File: src/design/ultrasonic_parking_range_guide_unit_macros.svh
// Assertion macros for the ultrasonic parking range guide unit.
// Needs i_clk and i_rst_n in the scope where a macro is used.
`ifndef ULTRASONIC_PARKING_RANGE_GUIDE_UNIT_MACROS_SVH
`define ULTRASONIC_PARKING_RANGE_GUIDE_UNIT_MACROS_SVH

// The consequent must hold in the same cycle as the antecedent.
`define UPR_ASSERT_HOLDS(label, ante, cons, msg) \
    label: assert property (@(posedge i_clk) disable iff (!i_rst_n) (ante) |-> (cons)) \
        else $error(msg);

// The consequent must hold in the cycle after the antecedent.
`define UPR_ASSERT_NEXT(label, ante, cons, msg) \
    label: assert property (@(posedge i_clk) disable iff (!i_rst_n) (ante) |=> (cons)) \
        else $error(msg);

`endif

File: src/design/upr_pkg.sv
// Shared types, widths and constants of the ultrasonic parking range guide unit.
// No dependencies; every design module refers to it by scoped names.
package upr_pkg;

    // Sampling counts of the echo averager and the teach sequence.
    localparam int ECHO_SAMPLES  = 4;
    localparam int TEACH_SAMPLES = 4;
    localparam int PRESS_REPORTS = 2;
    localparam int HOLD_REPORTS  = 6;

    localparam int TS_W        = 32;
    localparam int DIST_W      = 16;
    localparam int MARGIN_W    = 12;
    localparam int ECHO_CNT_W  = $clog2(ECHO_SAMPLES + 1);
    localparam int ECHO_SUM_W  = TS_W + $clog2(ECHO_SAMPLES);
    localparam int TEACH_SUM_W = DIST_W + $clog2(TEACH_SAMPLES);
    localparam int TCNT_MAX    = (PRESS_REPORTS > HOLD_REPORTS) ?
                                 ((PRESS_REPORTS > TEACH_SAMPLES) ? PRESS_REPORTS : TEACH_SAMPLES) :
                                 ((HOLD_REPORTS > TEACH_SAMPLES) ? HOLD_REPORTS : TEACH_SAMPLES);
    localparam int TCNT_W      = $clog2(TCNT_MAX + 1);

    localparam logic [ECHO_CNT_W-1:0]  ECHO_CNT_FULL = ECHO_CNT_W'(ECHO_SAMPLES);
    localparam logic [ECHO_SUM_W-1:0]  ECHO_DIV      = ECHO_SUM_W'(ECHO_SAMPLES);
    localparam logic [TEACH_SUM_W-1:0] TEACH_DIV     = TEACH_SUM_W'(TEACH_SAMPLES);
    localparam logic [TCNT_W-1:0]      PRESS_CNT     = TCNT_W'(PRESS_REPORTS);
    localparam logic [TCNT_W-1:0]      HOLD_CNT      = TCNT_W'(HOLD_REPORTS);
    localparam logic [TCNT_W-1:0]      TEACH_CNT     = TCNT_W'(TEACH_SAMPLES);

    // Distance scaling: d = (diff * 100) / 1184, with 1184 = 32 * 37.
    // The divide by 37 is a reciprocal multiply, exact for 22-bit inputs.
    localparam int PROD_W      = TS_W + 7;
    localparam int QIN_LO      = 5;
    localparam int QIN_W       = 22;
    localparam int RECIP_W     = 23;
    localparam int RPROD_W     = QIN_W + RECIP_W;
    localparam int RECIP_SHIFT = 28;
    localparam logic [PROD_W-1:0]  SCALE     = PROD_W'(100);
    localparam logic [PROD_W-1:0]  SAT_LIMIT = PROD_W'(65536 * 1184);
    localparam logic [RECIP_W-1:0] RECIP     = RECIP_W'(7255013);

    // Configuration port.
    localparam int CFG_IDX_W  = 2;
    localparam int CFG_DATA_W = 16;
    localparam logic [CFG_IDX_W-1:0] CFG_SAVED_DISTANCE = 2'd0;
    localparam logic [CFG_IDX_W-1:0] CFG_WINDOW_MARGIN  = 2'd1;
    localparam logic [CFG_IDX_W-1:0] CFG_ECHO_OFFSET    = 2'd2;

    localparam logic [DIST_W-1:0]   SAVED_RESET    = 16'd1200;
    localparam logic [MARGIN_W-1:0] MARGIN_RESET   = 12'd100;
    localparam logic [DIST_W-1:0]   OFFSET_RESET   = 16'd4000;
    localparam logic [DIST_W-1:0]   MAX_SAVED      = 16'd24000;
    localparam logic [DIST_W-1:0]   DEFAULT_TARGET = 16'd1200;

    // Request kinds on the input channel.
    localparam logic FUNC_TRIGGER = 1'b0;
    localparam logic FUNC_ECHO    = 1'b1;

    // Zone codes.
    localparam logic [1:0] ZONE_CLOSE  = 2'd0;
    localparam logic [1:0] ZONE_WINDOW = 2'd1;
    localparam logic [1:0] ZONE_FAR    = 2'd2;
    localparam logic [1:0] ZONE_TEACH  = 2'd3;

    // Teach sequence states.
    localparam logic [2:0] TEACH_IDLE     = 3'd0;
    localparam logic [2:0] TEACH_PRESSED  = 3'd1;
    localparam logic [2:0] TEACH_SAMPLING = 3'd2;
    localparam logic [2:0] TEACH_PROGRAM  = 3'd3;
    localparam logic [2:0] TEACH_DONE     = 3'd4;

    // Bit positions in the LED level vector.
    localparam int LED_BLUE   = 0;
    localparam int LED_GREEN  = 1;
    localparam int LED_YELLOW = 2;

    typedef struct packed {
        logic              valid;
        logic              button;
        logic [DIST_W-1:0] distance;
    } t_report;

    typedef struct packed {
        logic [DIST_W-1:0]   saved_distance;
        logic [MARGIN_W-1:0] window_margin;
    } t_guide_cfg;

endpackage

File: src/design/upr_echo_acc.sv
// Echo timer front end: latches the trigger time and sums echo times.
// Depends on upr_pkg. Flags the echo that closes a sample group as a report.
module upr_echo_acc (
    input  logic                          i_clk,
    input  logic                          i_rst_n,
    input  logic                          i_accept,
    input  logic                          i_func,
    input  logic [upr_pkg::TS_W-1:0]      i_timestamp,
    output logic                          o_report,
    output logic [upr_pkg::ECHO_SUM_W-1:0] o_sum
);

    logic [upr_pkg::TS_W-1:0]       r_start;
    logic [upr_pkg::ECHO_CNT_W-1:0] r_count;
    logic [upr_pkg::ECHO_SUM_W-1:0] r_sum;
    logic                           w_late;
    logic                           w_full;
    logic [upr_pkg::TS_W-1:0]       w_delta;

    // A wrapped counter loses one tick, as the firmware computes it.
    assign w_late  = r_start > i_timestamp;
    assign w_delta = i_timestamp - r_start - upr_pkg::TS_W'(w_late);
    assign w_full  = r_count >= upr_pkg::ECHO_CNT_FULL;

    assign o_report = i_accept && (i_func == upr_pkg::FUNC_ECHO) && w_full;
    assign o_sum    = r_sum;

    always_ff @(posedge i_clk) begin
        if (!i_rst_n) begin
            r_start <= '0;
            r_count <= '0;
            r_sum   <= '0;
        end else if (i_accept) begin
            if (i_func == upr_pkg::FUNC_TRIGGER) begin
                r_start <= i_timestamp;
            end else if (!w_full) begin
                r_sum   <= r_sum + upr_pkg::ECHO_SUM_W'(w_delta);
                r_count <= r_count + upr_pkg::ECHO_CNT_W'(1);
            end else begin
                r_sum   <= '0;
                r_count <= '0;
            end
        end
    end

endmodule

File: src/design/upr_dist_pipe.sv
// Four-stage distance pipeline: average, offset, scale by 100, divide by 1184.
// Depends on upr_pkg. Stages advance independently so bubbles collapse.
module upr_dist_pipe (
    input  logic                           i_clk,
    input  logic                           i_rst_n,
    input  logic                           i_load,
    input  logic [upr_pkg::ECHO_SUM_W-1:0] i_sum,
    input  logic                           i_button,
    input  logic [upr_pkg::DIST_W-1:0]     i_offset,
    input  logic                           i_free,
    output logic                           o_ready,
    output upr_pkg::t_report               o_report
);

    logic r_v1, r_v2, r_v3, r_v4;
    logic w_free1, w_free2, w_free3, w_free4;

    logic [upr_pkg::ECHO_SUM_W-1:0] r_s1_sum;
    logic                           r_s1_button;
    logic [upr_pkg::TS_W-1:0]       r_s2_diff;
    logic                           r_s2_button;
    logic [upr_pkg::PROD_W-1:0]     r_s3_prod;
    logic                           r_s3_button;
    logic [upr_pkg::RPROD_W-1:0]    r_s4_rprod;
    logic                           r_s4_sat;
    logic                           r_s4_button;

    logic [upr_pkg::TS_W-1:0]    w_avg;
    logic [upr_pkg::TS_W-1:0]    w_offset;
    logic [upr_pkg::TS_W-1:0]    w_diff;
    logic [upr_pkg::PROD_W-1:0]  w_prod;
    logic [upr_pkg::RPROD_W-1:0] w_rprod;
    logic                        w_sat;

    always_comb begin
        w_free4 = !r_v4 || i_free;
        w_free3 = !r_v3 || w_free4;
        w_free2 = !r_v2 || w_free3;
        w_free1 = !r_v1 || w_free2;
    end

    assign o_ready = w_free1;

    assign w_avg    = upr_pkg::TS_W'(r_s1_sum / upr_pkg::ECHO_DIV);
    assign w_offset = upr_pkg::TS_W'(i_offset);
    assign w_diff   = (w_avg >= w_offset) ? (w_avg - w_offset) : '0;
    assign w_prod   = upr_pkg::PROD_W'(r_s2_diff) * upr_pkg::SCALE;
    // Past the limit the quotient no longer fits 16 bits and saturates.
    assign w_sat    = r_s3_prod >= upr_pkg::SAT_LIMIT;
    assign w_rprod  = upr_pkg::RPROD_W'(r_s3_prod[upr_pkg::QIN_LO +: upr_pkg::QIN_W])
                    * upr_pkg::RPROD_W'(upr_pkg::RECIP);

    always_comb begin
        o_report.valid    = r_v4;
        o_report.button   = r_s4_button;
        o_report.distance = r_s4_sat ? '1 : r_s4_rprod[upr_pkg::RECIP_SHIFT +: upr_pkg::DIST_W];
    end

    always_ff @(posedge i_clk) begin
        if (!i_rst_n) begin
            r_v1 <= 1'b0;
            r_v2 <= 1'b0;
            r_v3 <= 1'b0;
            r_v4 <= 1'b0;
        end else begin
            if (w_free1) r_v1 <= i_load;
            if (w_free2) r_v2 <= r_v1;
            if (w_free3) r_v3 <= r_v2;
            if (w_free4) r_v4 <= r_v3;
        end
    end

    always_ff @(posedge i_clk) begin
        if (w_free1) begin
            r_s1_sum    <= i_sum;
            r_s1_button <= i_button;
        end
        if (w_free2) begin
            r_s2_diff   <= w_diff;
            r_s2_button <= r_s1_button;
        end
        if (w_free3) begin
            r_s3_prod   <= w_prod;
            r_s3_button <= r_s2_button;
        end
        if (w_free4) begin
            r_s4_rprod  <= w_rprod;
            r_s4_sat    <= w_sat;
            r_s4_button <= r_s3_button;
        end
    end

endmodule

File: src/design/upr_guide.sv
// Teach sequencer, window classifier, indicator levels and result register.
// Depends on upr_pkg and the assertion macros header.
`include "ultrasonic_parking_range_guide_unit_macros.svh"

module upr_guide (
    input  logic                         i_clk,
    input  logic                         i_rst_n,
    input  upr_pkg::t_report             i_report,
    input  upr_pkg::t_guide_cfg          i_cfg,
    input  logic                         i_ready,
    output logic                         o_free,
    output logic                         o_valid,
    output logic [upr_pkg::DIST_W-1:0]   o_distance,
    output logic [1:0]                   o_zone,
    output logic                         o_blue_led,
    output logic                         o_green_led,
    output logic                         o_yellow_led,
    output logic                         o_buzzer,
    output logic [2:0]                   o_teach_phase,
    output logic                         o_store_request,
    output logic [upr_pkg::DIST_W-1:0]   o_store_value
);

    logic [upr_pkg::DIST_W-1:0]      r_target, n_target;
    logic                            r_taught, n_taught;
    logic [2:0]                      r_teach_state, n_teach_state;
    logic [upr_pkg::TCNT_W-1:0]      r_teach_count, n_teach_count;
    logic [upr_pkg::TEACH_SUM_W-1:0] r_teach_sum, n_teach_sum;
    logic [2:0]                      r_leds, n_leds;
    logic                            r_buzzer, n_buzzer;
    logic                            r_out_valid, n_out_valid;
    logic [upr_pkg::DIST_W-1:0]      r_out_distance, n_out_distance;
    logic [1:0]                      r_out_zone, n_out_zone;
    logic                            r_out_req, n_out_req;

    logic                        w_take;
    logic [upr_pkg::DIST_W-1:0]  w_dist;
    logic [upr_pkg::DIST_W-1:0]  w_target;
    logic [upr_pkg::DIST_W-1:0]  w_margin;
    logic [upr_pkg::DIST_W-1:0]  w_lo;
    logic [upr_pkg::DIST_W:0]    w_hi;

    assign o_free = !r_out_valid || i_ready;
    assign w_take = i_report.valid && o_free;
    assign w_dist = i_report.distance;

    // Untaught, a saved distance past the sensor range falls back to the default.
    always_comb begin
        if (r_taught) begin
            w_target = r_target;
        end else if (i_cfg.saved_distance > upr_pkg::MAX_SAVED) begin
            w_target = upr_pkg::DEFAULT_TARGET;
        end else begin
            w_target = i_cfg.saved_distance;
        end
        w_margin = upr_pkg::DIST_W'(i_cfg.window_margin);
        w_lo     = (w_target > w_margin) ? (w_target - w_margin) : '0;
        w_hi     = {1'b0, w_target} + {1'b0, w_margin};
    end

    always_comb begin
        n_target       = r_target;
        n_taught       = r_taught;
        n_teach_state  = r_teach_state;
        n_teach_count  = r_teach_count;
        n_teach_sum    = r_teach_sum;
        n_leds         = r_leds;
        n_buzzer       = r_buzzer;
        n_out_valid    = o_free ? i_report.valid : r_out_valid;
        n_out_distance = r_out_distance;
        n_out_zone     = r_out_zone;
        n_out_req      = r_out_req;

        if (w_take) begin
            n_out_distance = w_dist;
            n_out_req      = 1'b0;
            if (i_report.button) begin
                n_out_zone = upr_pkg::ZONE_TEACH;
                case (r_teach_state)
                    upr_pkg::TEACH_IDLE: begin
                        if (r_teach_count < upr_pkg::PRESS_CNT) begin
                            n_teach_count = r_teach_count + upr_pkg::TCNT_W'(1);
                        end else begin
                            n_teach_count             = '0;
                            n_teach_state             = upr_pkg::TEACH_PRESSED;
                            n_leds[upr_pkg::LED_BLUE]  = 1'b0;
                            n_leds[upr_pkg::LED_GREEN] = 1'b0;
                            n_teach_sum               = '0;
                        end
                    end
                    upr_pkg::TEACH_PRESSED: begin
                        n_leds[upr_pkg::LED_YELLOW] = !r_leds[upr_pkg::LED_YELLOW];
                        if (r_teach_count < upr_pkg::HOLD_CNT) begin
                            n_teach_count = r_teach_count + upr_pkg::TCNT_W'(1);
                        end else begin
                            n_teach_count               = '0;
                            n_teach_state               = upr_pkg::TEACH_SAMPLING;
                            n_leds[upr_pkg::LED_YELLOW] = 1'b0;
                        end
                    end
                    upr_pkg::TEACH_SAMPLING: begin
                        n_leds[upr_pkg::LED_BLUE]  = !r_leds[upr_pkg::LED_BLUE];
                        n_leds[upr_pkg::LED_GREEN] = !r_leds[upr_pkg::LED_GREEN];
                        if (r_teach_count < upr_pkg::TEACH_CNT) begin
                            n_teach_count = r_teach_count + upr_pkg::TCNT_W'(1);
                            n_teach_sum   = r_teach_sum + upr_pkg::TEACH_SUM_W'(w_dist);
                        end else begin
                            n_teach_count = '0;
                            n_teach_sum   = r_teach_sum / upr_pkg::TEACH_DIV;
                            n_teach_state = upr_pkg::TEACH_PROGRAM;
                        end
                    end
                    upr_pkg::TEACH_PROGRAM: begin
                        n_teach_state = upr_pkg::TEACH_DONE;
                    end
                    default: begin
                        n_teach_state = r_teach_state;
                    end
                endcase
                // Once the sequence is done, every held report re-saves the target.
                if (n_teach_state > upr_pkg::TEACH_PROGRAM) begin
                    n_target  = n_teach_sum[upr_pkg::DIST_W-1:0];
                    n_taught  = 1'b1;
                    n_out_req = 1'b1;
                end
            end else begin
                // Press reports counted while idle survive a release.
                if (r_teach_state != upr_pkg::TEACH_IDLE) begin
                    n_teach_state = upr_pkg::TEACH_IDLE;
                    n_teach_count = '0;
                end
                if (w_dist < w_lo) begin
                    n_leds[upr_pkg::LED_GREEN] = 1'b0;
                    n_leds[upr_pkg::LED_BLUE]  = 1'b1;
                    n_buzzer                   = 1'b1;
                    n_out_zone                 = upr_pkg::ZONE_CLOSE;
                end else if ({1'b0, w_dist} < w_hi) begin
                    n_leds[upr_pkg::LED_GREEN] = 1'b1;
                    n_leds[upr_pkg::LED_BLUE]  = 1'b1;
                    n_buzzer                   = !r_buzzer;
                    n_out_zone                 = upr_pkg::ZONE_WINDOW;
                end else begin
                    n_leds[upr_pkg::LED_GREEN] = 1'b1;
                    n_leds[upr_pkg::LED_BLUE]  = 1'b0;
                    n_buzzer                   = 1'b0;
                    n_out_zone                 = upr_pkg::ZONE_FAR;
                end
            end
        end
    end

    always_ff @(posedge i_clk) begin
        if (!i_rst_n) begin
            r_target      <= '0;
            r_taught      <= 1'b0;
            r_teach_state <= upr_pkg::TEACH_IDLE;
            r_teach_count <= '0;
            r_teach_sum   <= '0;
            r_leds        <= 3'b011;
            r_buzzer      <= 1'b1;
            r_out_valid   <= 1'b0;
            r_out_req     <= 1'b0;
        end else begin
            r_target      <= n_target;
            r_taught      <= n_taught;
            r_teach_state <= n_teach_state;
            r_teach_count <= n_teach_count;
            r_teach_sum   <= n_teach_sum;
            r_leds        <= n_leds;
            r_buzzer      <= n_buzzer;
            r_out_valid   <= n_out_valid;
            r_out_req     <= n_out_req;
        end
    end

    always_ff @(posedge i_clk) begin
        r_out_distance <= n_out_distance;
        r_out_zone     <= n_out_zone;
    end

    // Indicator levels and the teach phase change only when a new result is
    // loaded, so they can drive the result ports straight from the state.
    assign o_valid         = r_out_valid;
    assign o_distance      = r_out_distance;
    assign o_zone          = r_out_zone;
    assign o_blue_led      = r_leds[upr_pkg::LED_BLUE];
    assign o_green_led     = r_leds[upr_pkg::LED_GREEN];
    assign o_yellow_led    = r_leds[upr_pkg::LED_YELLOW];
    assign o_buzzer        = r_buzzer;
    assign o_teach_phase   = r_teach_state;
    assign o_store_request = r_out_req;
    assign o_store_value   = r_out_req ? r_target : '0;

    `UPR_ASSERT_HOLDS(a_req_only_done, o_valid && o_store_request,
        o_teach_phase == upr_pkg::TEACH_DONE, "store request outside the done phase")
    `UPR_ASSERT_HOLDS(a_idle_unless_teach, o_valid && (o_zone != upr_pkg::ZONE_TEACH),
        o_teach_phase == upr_pkg::TEACH_IDLE, "teach phase left active after a release")
    `UPR_ASSERT_HOLDS(a_close_levels, o_valid && (o_zone == upr_pkg::ZONE_CLOSE),
        o_blue_led && !o_green_led && o_buzzer, "wrong indicator levels in the close zone")
    `UPR_ASSERT_NEXT(a_release_result, w_take && !i_report.button,
        o_valid && (o_zone != upr_pkg::ZONE_TEACH), "released report gave no range result")

endmodule

File: src/design/ultrasonic_parking_range_guide_unit.sv
// Top level of the ultrasonic parking range guide unit.
// Depends on upr_pkg, upr_echo_acc, upr_dist_pipe and upr_guide.
//
// Usage:
//   Input channel (i_valid / o_ready): a request with i_func low latches
//   i_timestamp as the trigger time; one with i_func high is an echo edge.
//   Four echoes are summed; the fifth echo yields one result on the output
//   channel (o_valid / i_ready). Triggers and summed echoes give no result.
//   Result path: the edge that accepts the fifth echo loads its sum into the
//   front register, then three arithmetic stages, then the result register.
//   Throughput: one request per cycle while o_ready is high; each stage of the
//   chain up to the reciprocal multiply for the divide by 1184 is registered.
//   Stall: while a result waits, the four stages keep taking reports, and
//   o_ready drops only when all of them hold one.
//   Configuration: i_cfg_we writes i_cfg_data to register i_cfg_index
//   (0 saved distance, 1 window margin, 2 echo offset); other indexes are
//   ignored. Write only while no request is in flight.
//   Reset: synchronous, active low; clears sums, the teach sequence and
//   the pipeline, sets blue, green and the buzzer on, and loads the
//   register defaults 1200, 100 and 4000.
module ultrasonic_parking_range_guide_unit (
    input  logic                            i_clk,
    input  logic                            i_rst_n,
    input  logic                            i_valid,
    output logic                            o_ready,
    input  logic                            i_func,
    input  logic [upr_pkg::TS_W-1:0]        i_timestamp,
    input  logic                            i_button,
    output logic                            o_valid,
    input  logic                            i_ready,
    output logic [upr_pkg::DIST_W-1:0]      o_distance,
    output logic [1:0]                      o_zone,
    output logic                            o_blue_led,
    output logic                            o_green_led,
    output logic                            o_yellow_led,
    output logic                            o_buzzer,
    output logic [2:0]                      o_teach_phase,
    output logic                            o_store_request,
    output logic [upr_pkg::DIST_W-1:0]      o_store_value,
    input  logic                            i_cfg_we,
    input  logic [upr_pkg::CFG_IDX_W-1:0]   i_cfg_index,
    input  logic [upr_pkg::CFG_DATA_W-1:0]  i_cfg_data
);

    logic [upr_pkg::DIST_W-1:0]   r_saved_distance;
    logic [upr_pkg::MARGIN_W-1:0] r_window_margin;
    logic [upr_pkg::DIST_W-1:0]   r_echo_offset;

    logic                           w_accept;
    logic                           w_report;
    logic [upr_pkg::ECHO_SUM_W-1:0] w_sum;
    logic                           w_free;
    upr_pkg::t_report               w_dist_report;
    upr_pkg::t_guide_cfg            w_guide_cfg;

    assign w_accept = i_valid && o_ready;

    always_ff @(posedge i_clk) begin
        if (!i_rst_n) begin
            r_saved_distance <= upr_pkg::SAVED_RESET;
            r_window_margin  <= upr_pkg::MARGIN_RESET;
            r_echo_offset    <= upr_pkg::OFFSET_RESET;
        end else if (i_cfg_we) begin
            case (i_cfg_index)
                upr_pkg::CFG_SAVED_DISTANCE: r_saved_distance <= i_cfg_data;
                upr_pkg::CFG_WINDOW_MARGIN: begin
                    r_window_margin <= i_cfg_data[upr_pkg::MARGIN_W-1:0];
                end
                upr_pkg::CFG_ECHO_OFFSET: r_echo_offset <= i_cfg_data;
                default: r_echo_offset <= r_echo_offset;
            endcase
        end
    end

    always_comb begin
        w_guide_cfg.saved_distance = r_saved_distance;
        w_guide_cfg.window_margin  = r_window_margin;
    end

    upr_echo_acc u_echo_acc (
        .i_clk       (i_clk),
        .i_rst_n     (i_rst_n),
        .i_accept    (w_accept),
        .i_func      (i_func),
        .i_timestamp (i_timestamp),
        .o_report    (w_report),
        .o_sum       (w_sum)
    );

    upr_dist_pipe u_dist_pipe (
        .i_clk    (i_clk),
        .i_rst_n  (i_rst_n),
        .i_load   (w_report),
        .i_sum    (w_sum),
        .i_button (i_button),
        .i_offset (r_echo_offset),
        .i_free   (w_free),
        .o_ready  (o_ready),
        .o_report (w_dist_report)
    );

    upr_guide u_guide (
        .i_clk           (i_clk),
        .i_rst_n         (i_rst_n),
        .i_report        (w_dist_report),
        .i_cfg           (w_guide_cfg),
        .i_ready         (i_ready),
        .o_free          (w_free),
        .o_valid         (o_valid),
        .o_distance      (o_distance),
        .o_zone          (o_zone),
        .o_blue_led      (o_blue_led),
        .o_green_led     (o_green_led),
        .o_yellow_led    (o_yellow_led),
        .o_buzzer        (o_buzzer),
        .o_teach_phase   (o_teach_phase),
        .o_store_request (o_store_request),
        .o_store_value   (o_store_value)
    );

endmodule
File: config.mk
export PLATFORM = sky130hd
export DESIGN_NAME = ultrasonic_parking_range_guide_unit
export DESIGN_NICKNAME = d
export VERILOG_FILES = /design/src/design/upr_pkg.sv /design/src/design/upr_echo_acc.sv /design/src/design/upr_dist_pipe.sv /design/src/design/upr_guide.sv /design/src/design/ultrasonic_parking_range_guide_unit.sv
export VERILOG_INCLUDE_DIRS = /design/src /design/src/design
export SDC_FILE = /design/constraint.sdc
export NUM_CORES = 2
export LEC_CHECK = 0
export BUFFER_PORTS_ARGS = -buffer_cell sky130_fd_sc_hd__buf_2
export CAP_MARGIN = 20
export CORE_ASPECT_RATIO = 0.9
export CORE_MARGIN = 4
export CORE_UTILIZATION = 42
export DETAILED_ROUTE_END_ITERATION = 16
export PLACE_DENSITY = 0.71
export RECOVER_POWER = 50
export SETUP_SLACK_MARGIN = 0.2
export SKIP_CTS_REPAIR_TIMING = 1
export SLEW_MARGIN = 10
export SYNTH_ARGS = -nofsm -noshare
export SYNTH_HDL_FRONTEND = slang
export SYNTH_SLANG_ARGS = --single-unit
File: constraint.sdc
create_clock -name i_clk -period 7.6 [get_ports i_clk]
set_input_delay 1.52 -clock i_clk [delete_from_list [all_inputs] [get_ports i_clk]]
set_output_delay 1.52 -clock i_clk [all_outputs]
set_load 0.005 [all_outputs]
Yosys cells after proc, flatten, opt, wreduce, memory -nomap -nowiden. Cells that the tools add are included.

Register bits after elaboration: 334. Input bits: 57.

Bitwise gates (word level): 2. $mul: 2. Equal/unequal tests: 9. Add/sub/neg operators: 9. Reduce and logical (&&, ||, !) cells: 36. $lt $le $gt $ge: 12. Mux-type cells: 35.

Operators with widths (number): $mux W16 (5); $mul A22 B23 Y44 const B (1); $ge A39 B27 Y1 const B (1); $mul A32 B5 Y37 const B (1); $mux W18 (2); $mux W3 (12); $pmux W18 S2 (1); $add A34 B32 Y34 (1); $mux W34 (1); $ge A32 B16 Y1 (1); $gt A32 B32 Y1 (1); $sub A32 B1 Y32 (1); $sub A32 B16 Y32 (1); $sub A32 B32 Y32 (1); $add A18 B16 Y18 (1); $add A16 B12 Y17 (1); $lt A16 B17 Y1 (1); $gt A16 B12 Y1 (1); $gt A16 B15 Y1 const B (1); $lt A16 B16 Y1 (1); $reduce_and A2 Y1 (8); $sub A16 B12 Y16 (1); $pmux W3 S4 (1); $reduce_and A3 Y1 (4); 26 further kinds (55).

Longest topological paths before layout.
Depth in word-level cells: 9. Depth in mapped cells: 36. Gate-level depth less buffers: 36.

Modules after synthesis. Synthesis repeated with hierarchy kept, for this count alone.

Cell total of the unflattened synthesis: 3588. Area total of the unflattened synthesis: 32792.7 um2.

Modules (own cells, without submodules): upr_dist_pipe (seq. area each 3743.6 um2, area each 18001.0 um2, times used 1, cells an instance 1736); upr_echo_acc (seq. area each 1381.3 um2, area each 7191.9 um2, times used 1, cells an instance 937); upr_guide (seq. area each 1481.4 um2, area each 5836.8 um2, times used 1, cells an instance 737); ultrasonic_parking_range_guide_unit (seq. area each 880.8 um2, area each 1762.9 um2, times used 1, cells an instance 178).

Least setup slack after synthesis. No wires, ideal clock.

Path kind: in2reg. Start point: in i_timestamp[16] (netlist bit). End point: reg u_echo_acc.r_sum (netlist bit u_echo_acc.o_sum[32]). Path slack: 267 ps. Required time: 7485 ps. Stages: 33. Data arrival time: 7218 ps. Cell sequence: inv_1 > ha_1 > fa_1 > nand3_1 > a21oi_1 > nor2_1 > nor3_1 > a2111oi_0 > a32o_1 > fa_1 > inv_1 > ha_1 > nor2_1 > fa_1 > a21oi_1 > o21ai_0 > a21oi_1 > o21ai_0 > nand2_1 > a21o_1 > a21oi_1 > o21bai_1 > o311ai_0 > ha_1 > a21o_1 > a21o_1 > a21o_1 > a2111oi_0 > a21oi_1 > a221o_1 > o21a_1 > xor2_1 > and3_1.

Longest elaborated chain between the ends: 4.

Ends and longest elaborated chain: start, declared (RTL line ultrasonic_parking_range_guide_unit.sv:27) `input logic [upr_pkg::TS_W-1:0] i_timestamp,`; $sub A32 B32 Y32 or $gt A32 B32 Y1 (tied branches) (RTL line upr_echo_acc.sv:22, upr_echo_acc.sv:21); $sub A32 B1 Y32 (*) (RTL line upr_echo_acc.sv:22) `assign w_delta = i_timestamp - r_start - upr_pkg::TS_W'(w_late);`; $add A34 B32 Y34 (*) (RTL line upr_echo_acc.sv:37) `r_sum <= r_sum + upr_pkg::ECHO_SUM_W'(w_delta);`; $mux W34 (*) (RTL line upr_echo_acc.sv:36) `end else if (!w_full) begin`; end signal, assigned (RTL line upr_echo_acc.sv:37); end, declared (RTL line upr_echo_acc.sv:15) `logic [upr_pkg::ECHO_SUM_W-1:0] r_sum;`.

Mark *: on every way between the ends. The rest lies on a longest branch, timed or not. A chain may end at the register's enable or synchronous reset.

Worst setup path after layout.
Start point: in i_timestamp[24] (netlist bit). End point: reg u_echo_acc.r_sum (netlist bit u_echo_acc.o_sum[32]).

The elaborated chain is that of the path after synthesis.

==> metrics.cfg <==
[sta]
finalCritPeriodShare = 0.935
rsz0062_at_grt = yes
tightest_slew_ps = 2740
max_slew_margin = -0.824
finalHoldViolCount = 0
finalSetupViolCount = 0
drv_slew = 221
period_minus_slack_ps = 7100
fin_tns_setup_ps = 0
max_freq_mhz = 141
fin_ws_ps = 496
skew_ps = 26.3

[routing]
postRouteAntennaNets = 0
drc_errors = 0
drt_iter0_drc = 1358
viasPerCell = 5.16
drtPass1Iterations = 5
drt_wl_total_microns = 73100
vias = 23468
post_drt_wl_per_cell_microns = 16.1

[logic_synthesis]
synth_cells = 3359
netlist_area_sq_um = 31300
yosysSeqAreaShare = 0.239
synth_commonest_cells = 622 x inv_1, 511 x ha_1, 270 x nand2_1, 267 x fa_1, 205 x a21oi_1
yosysUniqueCellTypes = 88
ys.flop_type = dfxtp_1
async_reset_ff_frac = 0
synth_top_area_cell = ha_1
synth_enable_flop_cells = 140
yosysMostFrequentCell = inv_1
synth_nets = 4194
yosys_warnings = 0
synthTopCellsByArea = ha_1 20%, fa_1 17%, edfxtp_1 13%
syn_avg_cell_area_sq_um = 9.32
ys_seq_elements = 304
yosysTopAreaCellShare = 0.204

[placement]
routabilityCongestion = 0.955
place_ws_ps = -547
portBuffers = 100
place_hpwl_microns = 59900

[final_layout]
syn_to_final_growth_pct = 11.9
fillers = 6808
final_nets = 4391
utilization = 0.477
drive_gt1_frac = 0.0963

[setup_path]
max_stage_delay_ps = 440
endpoint_kind = flip-flop
path_max_fanout = 3
crit_required_ps = 8060
cp_slowest_cell = fa_1
crit_path_start_kind = input port
critPathKind = input port to flip-flop
crit_path_frequent_cell = a21o_1
r2r_cells = 23
cp.arrival_ps = 7560

[die]
fp-row-count = 94
core_sq_um = 73500
initial_utilization = 0.426
die_y_microns = 267
dieArea_sq_um = 79000
die_w_microns = 296
ios = 101

[clock_tree]
clk_pin_slew_worst_paths_ps = 60
cts.sinks = 304
root_buffer = clkbuf_16
cts_tree = built
htreeDepth = 2
clk_latency_ps = 570
clk_path_buf_depth = 3
cts_inserted_buffers = 34

[global_route]
grt.total_usage = 0.186
grt_pass1_vias = 23160
antenna_found_initial = 9
grt_max_degree = 57
met3_usage = 0.0373
grt-busiest-layer = met2
met2_usage = 0.297
grt_overflow_total = 0
grtUsageMet1 = 0.254
grt_pass1_wl_microns = 119000

[min_path]
holdPathStages = 0
hp-class = flip-flop to flip-flop

[outcome]
status = finished, violations left
violations = max-capacitance violations, max-slew violations

[job]
maxCapViolations = 5

-- metal layers --
metal	part of all wire	wire (microns)	vias to the layer above
met5	0.00094	69	-
met4	0.032	2370	10
met3	0.068	5000	145
met2	0.45	32700	607
met1	0.45	32900	11069
li1	-	-	11637
-- sequential cells by signal, summed over array words and instances, names as in the netlist, 2 cells and up --
register,flops
r_echo_offset,16
r_saved_distance,16
r_window_margin,12
u_dist_pipe.r_s1_sum,32
u_dist_pipe.r_s2_diff,32
u_dist_pipe.r_s3_prod,37
u_dist_pipe.r_s4_rprod,16
u_echo_acc.o_sum,34
u_echo_acc.r_count,3
u_echo_acc.r_start,32
u_guide.o_distance,16
u_guide.o_teach_phase,3
u_guide.o_zone,2
u_guide.r_leds,3
u_guide.r_target,16
u_guide.r_teach_count,3
u_guide.r_teach_sum,18
-- cells by family (layout without fill, tap and decap cells) --
kind of cell	after synthesis	in the layout	share of synthesized area
AO/OA/AOI/OAI	648	648	0.140
multiplexers	11	11	0.00376
other	0	4	0
buffers and inverters	693	916	0.0833
flip-flops	304	304	0.239
AND/OR/NAND/NOR	768	768	0.115
adder cells (fa/ha/maj)	778	778	0.375
XOR/XNOR	157	157	0.0439
-- per-stage QoR --
stage	instance area (sq um)	std cells	hold WS, ps
floorplan	31300	3359	400
global placement	33600	4463	405
detailed placement	33600	4463	406
CTS	34800	4525	421
global route	35000	4545	437
finish	35000	4546	420
-- layout make-up --
type	instances	area, sq um	area share
inverters	622	2330	0.0667
multi-input cells	2362	21300	0.609
flip-flops and latches	304	7490	0.214
clock inverters	20	216	0.00618
repair buffers	232	1460	0.0418
clock buffers	42	975	0.0278
well taps	960	1200	0.0343
diodes	4	10.0	0.000286
-- cells in the final DEF (no fill, tap or decap), types with 7 or more instances in the layout --
| cell type | synthesis | routed |
|---|---|---|
| a2111oi_0 | 10 | 7 |
| a211oi_1 | 13 | 12 |
| a21boi_0 | 44 | 43 |
| a21o_1 | 77 | 77 |
| a21oi_1 | 205 | 202 |
| a21oi_2 | 5 | 8 |
| a22o_1 | 10 | 10 |
| a22oi_1 | 24 | 24 |
| a31oi_1 | 12 | 11 |
| and2_1 | 23 | 22 |
| and3_1 | 13 | 13 |
| buf_2 | 2 | 90 |
| buf_4 | 1 | 126 |
| clkbuf_1 | 67 | 17 |
| clkbuf_16 | 0 | 37 |
| dfxtp_1 | 164 | 164 |
| edfxtp_1 | 140 | 140 |
| fa_1 | 267 | 265 |
| ha_1 | 511 | 510 |
| inv_1 | 622 | 622 |
| nand2_1 | 270 | 270 |
| nand2b_1 | 33 | 33 |
| nand3_1 | 60 | 59 |
| nand3b_1 | 7 | 7 |
| nand4_1 | 34 | 34 |
| nor2_1 | 188 | 186 |
| nor2b_1 | 27 | 27 |
| nor3_1 | 40 | 39 |
| nor4_1 | 18 | 18 |
| o211ai_1 | 27 | 27 |
| o21a_1 | 19 | 19 |
| o21ai_0 | 92 | 88 |
| o21ai_1 | 3 | 7 |
| o21bai_1 | 22 | 22 |
| o31ai_1 | 11 | 9 |
| or2_0 | 0 | 15 |
| or2_2 | 25 | 10 |
| xnor2_1 | 100 | 100 |
| xor2_1 | 57 | 57 |
-- final timing paths --
check	start	to	slack, ps
max reg2reg	u_dist_pipe.r_s3_prod[11]$_DFFE_PP_	u_dist_pipe.r_s4_rprod[43]$_DFFE_PP_	580
max	i_timestamp[24]	u_echo_acc.o_sum[32]$_SDFFE_PN0P_	500
min	u_dist_pipe.r_s1_button$_DFFE_PN_	u_dist_pipe.r_s2_button$_DFFE_PP_	420
min reg2reg	u_dist_pipe.r_s1_button$_DFFE_PN_	u_dist_pipe.r_s2_button$_DFFE_PP_	420
-- critical path, delay by kind of cell --
| family | cells | cell delay (ps) |
|---|---|---|
| AO/OA/AOI/OAI | 18 | 3320 |
| XOR/XNOR | 1 | 130 |
| adder cells (fa/ha/maj) | 6 | 1780 |
| buffers and inverters | 4 | 390 |
| AND/OR/NAND/NOR | 4 | 390 |
Power is left out: the tool's default activity adds up to more than one toggle a clock period on the data nets, which glitch-free logic cannot reach.
